`src/wcm_pkg.sv`:
```
package wcm_pkg;

    typedef enum logic [2:0] {
        CMD_WRITE  = 3'd0,
        CMD_START  = 3'd1,
        CMD_PERIOD = 3'd2,
        CMD_VOLUME = 3'd3,
        CMD_STOP   = 3'd4,
        CMD_GEN    = 3'd5
    } cmd_t;

    typedef enum logic [2:0] {
        ST_IDLE,
        ST_DIV,
        ST_RD,
        ST_ACC,
        ST_OUT
    } state_t;

    localparam logic [31:0] FACTOR_RESET = 32'd658868;
    localparam logic [31:0] STEP_RESET   = 32'd1539;
    localparam logic [6:0]  MAX_VOLUME   = 7'd64;
    localparam logic [2:0]  ACTIVE_RESET = 3'd4;
    localparam logic [15:0] LOOP_MIN     = 16'd2;

    typedef struct packed {
        logic [2:0]  command;
        logic [1:0]  channel;
        logic [15:0] wave_address;
        logic [7:0]  wave_byte;
        logic [15:0] sample_length;
        logic [15:0] loop_begin;
        logic [15:0] loop_length;
        logic [15:0] start_offset;
        logic [11:0] period;
        logic [6:0]  volume;
    } word_t;

endpackage

```
`src/wcm_front.sv`:
```
module wcm_front
(
    input  logic          clk,
    input  logic          rst_n,
    input  logic          push,
    output logic          full,
    input  wcm_pkg::word_t in_word,
    output logic          q_valid,
    input  logic          q_take,
    output wcm_pkg::word_t q_word
);

    wcm_pkg::word_t mem_reg [2];
    logic [1:0] cnt_reg;
    logic       wr_reg;
    logic       rd_reg;
    logic       do_push;
    logic       do_pop;

    assign full    = cnt_reg[1];
    assign do_push = push && !full;
    assign do_pop  = q_take && q_valid;
    assign q_valid = cnt_reg != 2'd0;
    assign q_word  = mem_reg[rd_reg];

    always_ff @(posedge clk)
    begin
        if (do_push)
        begin
            mem_reg[wr_reg] <= in_word;
        end
    end

    always_ff @(posedge clk or negedge rst_n)
    begin
        if (!rst_n)
        begin
            cnt_reg <= '0;
            wr_reg  <= 1'b0;
            rd_reg  <= 1'b0;
        end
        else
        begin
            if (do_push)
            begin
                wr_reg <= !wr_reg;
            end
            if (do_pop)
            begin
                rd_reg <= !rd_reg;
            end
            cnt_reg <= cnt_reg + {1'b0, do_push} - {1'b0, do_pop};
        end
    end

    count_ok: assert property (@(posedge clk) disable iff (!rst_n) cnt_reg != 2'd3)
        else $error("queue count out of range");
    no_push_full: assert property (@(posedge clk) disable iff (!rst_n)
        full |=> cnt_reg != 2'd0)
        else $error("queue emptied while full");
    take_valid: assert property (@(posedge clk) disable iff (!rst_n)
        (q_valid && !q_take && !do_push) |=> cnt_reg == $past(cnt_reg))
        else $error("queue count drifted");

endmodule

```
`config.mk`:
```
export PLATFORM = sky130hd
export DESIGN_NAME = wcm_front
export DESIGN_NICKNAME = d
export VERILOG_FILES = /design/src/wcm_pkg.sv /design/src/wcm_front.sv
export SDC_FILE = /design/constraint.sdc
export NUM_CORES = 1
export LEC_CHECK = 0
export ABC_AREA = 1
export BUFFER_PORTS_ARGS = -buffer_cell sky130_fd_sc_hd__buf_2
export CORE_MARGIN = 8
export CORE_UTILIZATION = 47
export CTS_CLUSTER_DIAMETER = 200
export CTS_CLUSTER_SIZE = 14
export DETAILED_ROUTE_END_ITERATION = 6
export PLACE_DENSITY = 0.78
export SYNTH_ARGS = -nofsm -noshare
export SYNTH_HDL_FRONTEND = slang
export SYNTH_SLANG_ARGS = --single-unit
export TNS_END_PERCENT = 100
```
`constraint.sdc`:
```
create_clock -name clk -period 5.85 [get_ports clk]
set_clock_uncertainty 0.05 [all_clocks]
set_input_delay 0.585 -clock clk [delete_from_list [all_inputs] [get_ports clk]]
set_output_delay 0.585 -clock clk [all_outputs]
set_load 0.1 [all_outputs]
```
======== Yosys cells after proc, flatten, opt, wreduce, memory -nomap -nowiden ========
Memories as Yosys holds them, arrays and structs flattened.
Index checks and enable logic that the tools add are counted.
word-level totals
  register bits ........................... 4
  RAM bits ................................ 224
  bits of input ports ..................... 116
  output and inout bits ................... 114
  logic and storage cells ................. 14
  memories kept ........................... 1
cells by class
  add/subtract/negate cells ............... 2
  muxes and demuxes ....................... 2
  reduce and logical (&&, ||, !) cells .... 6
memories
  name     words  width  rd ports  clocked after Yosys merged registers in  write ports  RTL line         text
  mem_reg  2      112    1         0                                        1            wcm_front.sv:13  wcm_pkg::word_t mem_reg [2];
operators with widths
  operator                   number
  zero test 1 bit            3
  adder 2 x 1 -> 2 bit       1
  logical AND 1 bit          2
  two-way mux 1 bit          2
  nonzero test 2 bit         1
  subtractor 2 x 1 -> 2 bit  1

======== Logic depth before layout (Yosys ltp) ========
  depth in word-level cells ............... 4
  gate-level depth with buffers ........... 7
  gate-level depth less buffers ........... 7

======== Worst setup path after synthesis ========
No wires, ideal clock.
  path kind ............................... reg2reg
  start ................................... register cnt_reg[1]
  end ..................................... memory mem_reg[0][0] in the netlist's numbering (enable)
  library setup time ...................... 0.584 ns
  arrival ................................. 5.741 ns
  data required time ...................... 5.216 ns
  setup slack ............................. -0.525 ns
  stages on the path, launching flop included .. 4
  path buffers ............................ 0
  clock period less this slack ............ 6.375 ns
  cell sequence ........................... dfrtp_1 inv_1 nand2_1 nor2_1
between the ends
  word-level cells in the longest chain between the ends .. 4
ends and longest elaborated chain
  element                                  RTL line         text
  start: declaration                       wcm_front.sv:14  logic [1:0] cnt_reg;
  start signal: assignment                 wcm_front.sv:52  cnt_reg <= cnt_reg + {1'b0, do_push} - {1'b0, do_pop};
  zero test 1 bit                          wcm_front.sv:21  assign do_push = push && !full;
  logical AND 1 bit                        wcm_front.sv:21
  two-way mux 1 bit                        wcm_front.sv:28  if (do_push)
  two-way mux 1 bit (not written as such)  wcm_front.sv:30  mem_reg[wr_reg] <= in_word;
  end: declaration                         wcm_front.sv:13
Every way passes these cells.

==> impl_results.md <==
- Worst Hold Path EP: mem_reg[1][31]
- Clock Latency Late Sink: 0.48 ns
- CP Capture Type: output pin
- Synthesized area: 8430 um^2
- RR Startpoint: cnt_reg[1]
- Highest Clock Rate: 277 MHz
- Post-synthesis mux area share: 0%
- Via density: 4.74
- HPWL after detailed placement: 11.7 mm
- Syn Area/Cell: 13.8 um^2
- Final Worst Setup Slack: approximately 2.2 ns
- Final setup fails: 0
- Vias in the first global route: 5296
- Initial antenna violation count: 1
- Vias: roughly 5k
- Footprint of the multi-input gates: roughly 1400 um^2
- TritonRoute pass-1 iters: 4
- Ports: 230
- Largest family of logic cells by synthesized area: simple AND/OR/NAND/NOR gates
- Post-Synth Simple-Gate Area: 15.8%
- Root buf cell: clkbuf_16
- Seq cells post-synth: 228
- Post-route insts no fill: 1079
- Routed Antenna Nets: 0
- CTS buffer count: 20
- Die X: between 100 and 150 um
- Final min period: between 3 and 4 ns
- Maxcap violations: 0
- Gr usage total: 15.0%
- Reg area: 6830 um^2
- RSZ-0062 raised after global routing: no
- Setup crit start kind: flip-flop
- DRT Wirelength: about 17 mm
- TritonCTS clock tree: done
- Slew Viols, Final: 0
- Hold WS: 0.242 ns
- Most frequent cells in the layout: 331 x nand2_1, 229 x buf_2, 224 x edfxtp_1
- Synth Area in XOR/XNOR: 0.312%
- Synth Area in Compound Gates: 0.104%
- Adder-cell share of the synthesized area: less than 1%
- Hold Path Cell Cnt: 1
- Port Buffers: 229
- Cells after synthesis: 609
- Die height: 150 um
- Slew of the pin with the lowest slew margin: ~0.88 ns
- Area Growth Syn to Fin: 22.1%
- Max Buffers Root-to-Sink: 3
- Fin crit share: 61.8%
- Setup Buffers After CTS: 0
- First-pass GRT wire length: 26.7 mm
- Initial core utilization: 47.4%
- Routed len/inst: 16.2 um
- Core outline area: 17800 um^2
- Clock sinks: 228
- Gpl congestion: 0.789
- CTS H-tree lvls: 1
- DIE AREA: approximately 22000 um^2
- WP data arrival: 2.98 ns
- Remaining global-route overflow: 0
- Reg2Reg Setup Slack: 3.84 ns
- Critical Path RT: 5.22 ns
- Hold Fails Final Rpt: 0
- Fillers: 1409
- Min-Delay Path Class: in -> reg
- Ys Warns: 0
- # DRC: 0
- Reg clk slew, reported paths: 0.06 ns
- Hold_sp: in_word[31]
- RR Endpoint: mem_reg[1][50]
- Yosys cell types: 17
- Rel. slew slack: 41.5%
- Final net count: 959
- Hold_buf cts: 1
- Rows: 49
- Worst Setup SP: rd_reg
- Syn Nets: 726
- Iteration-0 DRC Markers: 257
- Pin count of the biggest net entering global routing: 83
- Final TNS setup: 0 ns
- Register area share after synthesis: 80.9%
- CTS resizes: 0
- Max reg flops: 224
- Worst slack at placement: 2.71 ns
- Reg2Reg Depth: 4
- Outcome: complete, no violations
- Most common cell after layout, fill and taps aside: nand2_1
- Layout cells sized above 1: 32.2%
- Critical path class: reg -> out
- Placed Instances: 1048
- Crit Path Max Fanout: 82
## cell usage after synthesis
cell        n  area share [%]
nand2_1   331              15
edfxtp_1  224              80
nand2_2    10            0.74
buf_4       9            0.80
buf_6       8             1.1
buf_2       7            0.42
dfrtp_1     4             1.2
inv_1       4            0.18
xor2_1      3            0.31
nor2_1      2           0.089
buf_8       1            0.18
ha_1        1            0.15
inv_4       1           0.074
nand3_1     1           0.059
nand4_1     1           0.074
o21ai_2     1            0.10
or2_2       1           0.074
## how the worst max path moves through the flow
| stage | endpoint | slack (ns) | depth (start not counted) |
|---|---|---|---|
| 2_1_floorplan | mem_reg[0][0] | -0.53 | 3 |
| 6_report | q_word[73] | 2.24 | 5 |
| 5_1_grt | q_word[58] | 2.06 | 5 |
| 3_3_place_gp | q_word[77] | 2.74 | 5 |
| 4_1_cts | q_word[73] | 2.18 | 5 |
| 3_5_place_dp | q_word[73] | 2.71 | 5 |
## critical path: stages, from the launching register on
cell and delay [ns]:
dfrtp_4 0.66, inv_4 0.72, buf_4 0.47, nand2_1 0.09, nand2_1 0.08, buf_2 0.42
## cells by family (layout without fill, tap and decap cells)
family                   count (synthesis)  count (layout)
AND/OR/NAND/NOR                        346             346
flip-flops                             228             228
buffers and inverters                   30             270
XOR/XNOR                                 3               3
adder cells (fa/ha/maj)                  1               1
AO/OA/AOI/OAI                            1               1
other                                    0               1
## per-layer routing
layer	track usage, %	routed length, um	vias up
met5	0	0	-
met4	5.05	336	0
met3	5.08	1800	32
met2	26.0	8830	203
met1	17.0	6510	2371
li1	-	-	2512
## through the flow
| step | instance area [um^2] | utilization [%] |
|---|---|---|
| 2_1_floorplan | 8430 | - |
| 3_3_place_gp | 9720 | 54.7 |
| 6_report | 10300 | 57.9 |
| 5_1_grt | 10300 | 57.9 |
| 3_5_place_dp | 9720 | 54.7 |
| 4_1_cts | 10300 | 57.9 |
## layout make-up
type                    instances  area share [%]
flip-flops and latches        228            66.3
clock inverters                 1           0.109
clock buffers                  28            5.36
inverters                       5           0.207
diodes                          1          0.0243
well taps                     229            2.78
repair buffers                236            11.7
multi-input cells             351            13.5
Power is left out: the tool's default activity adds up to more than one toggle a clock period on the data nets, which glitch-free logic cannot reach.
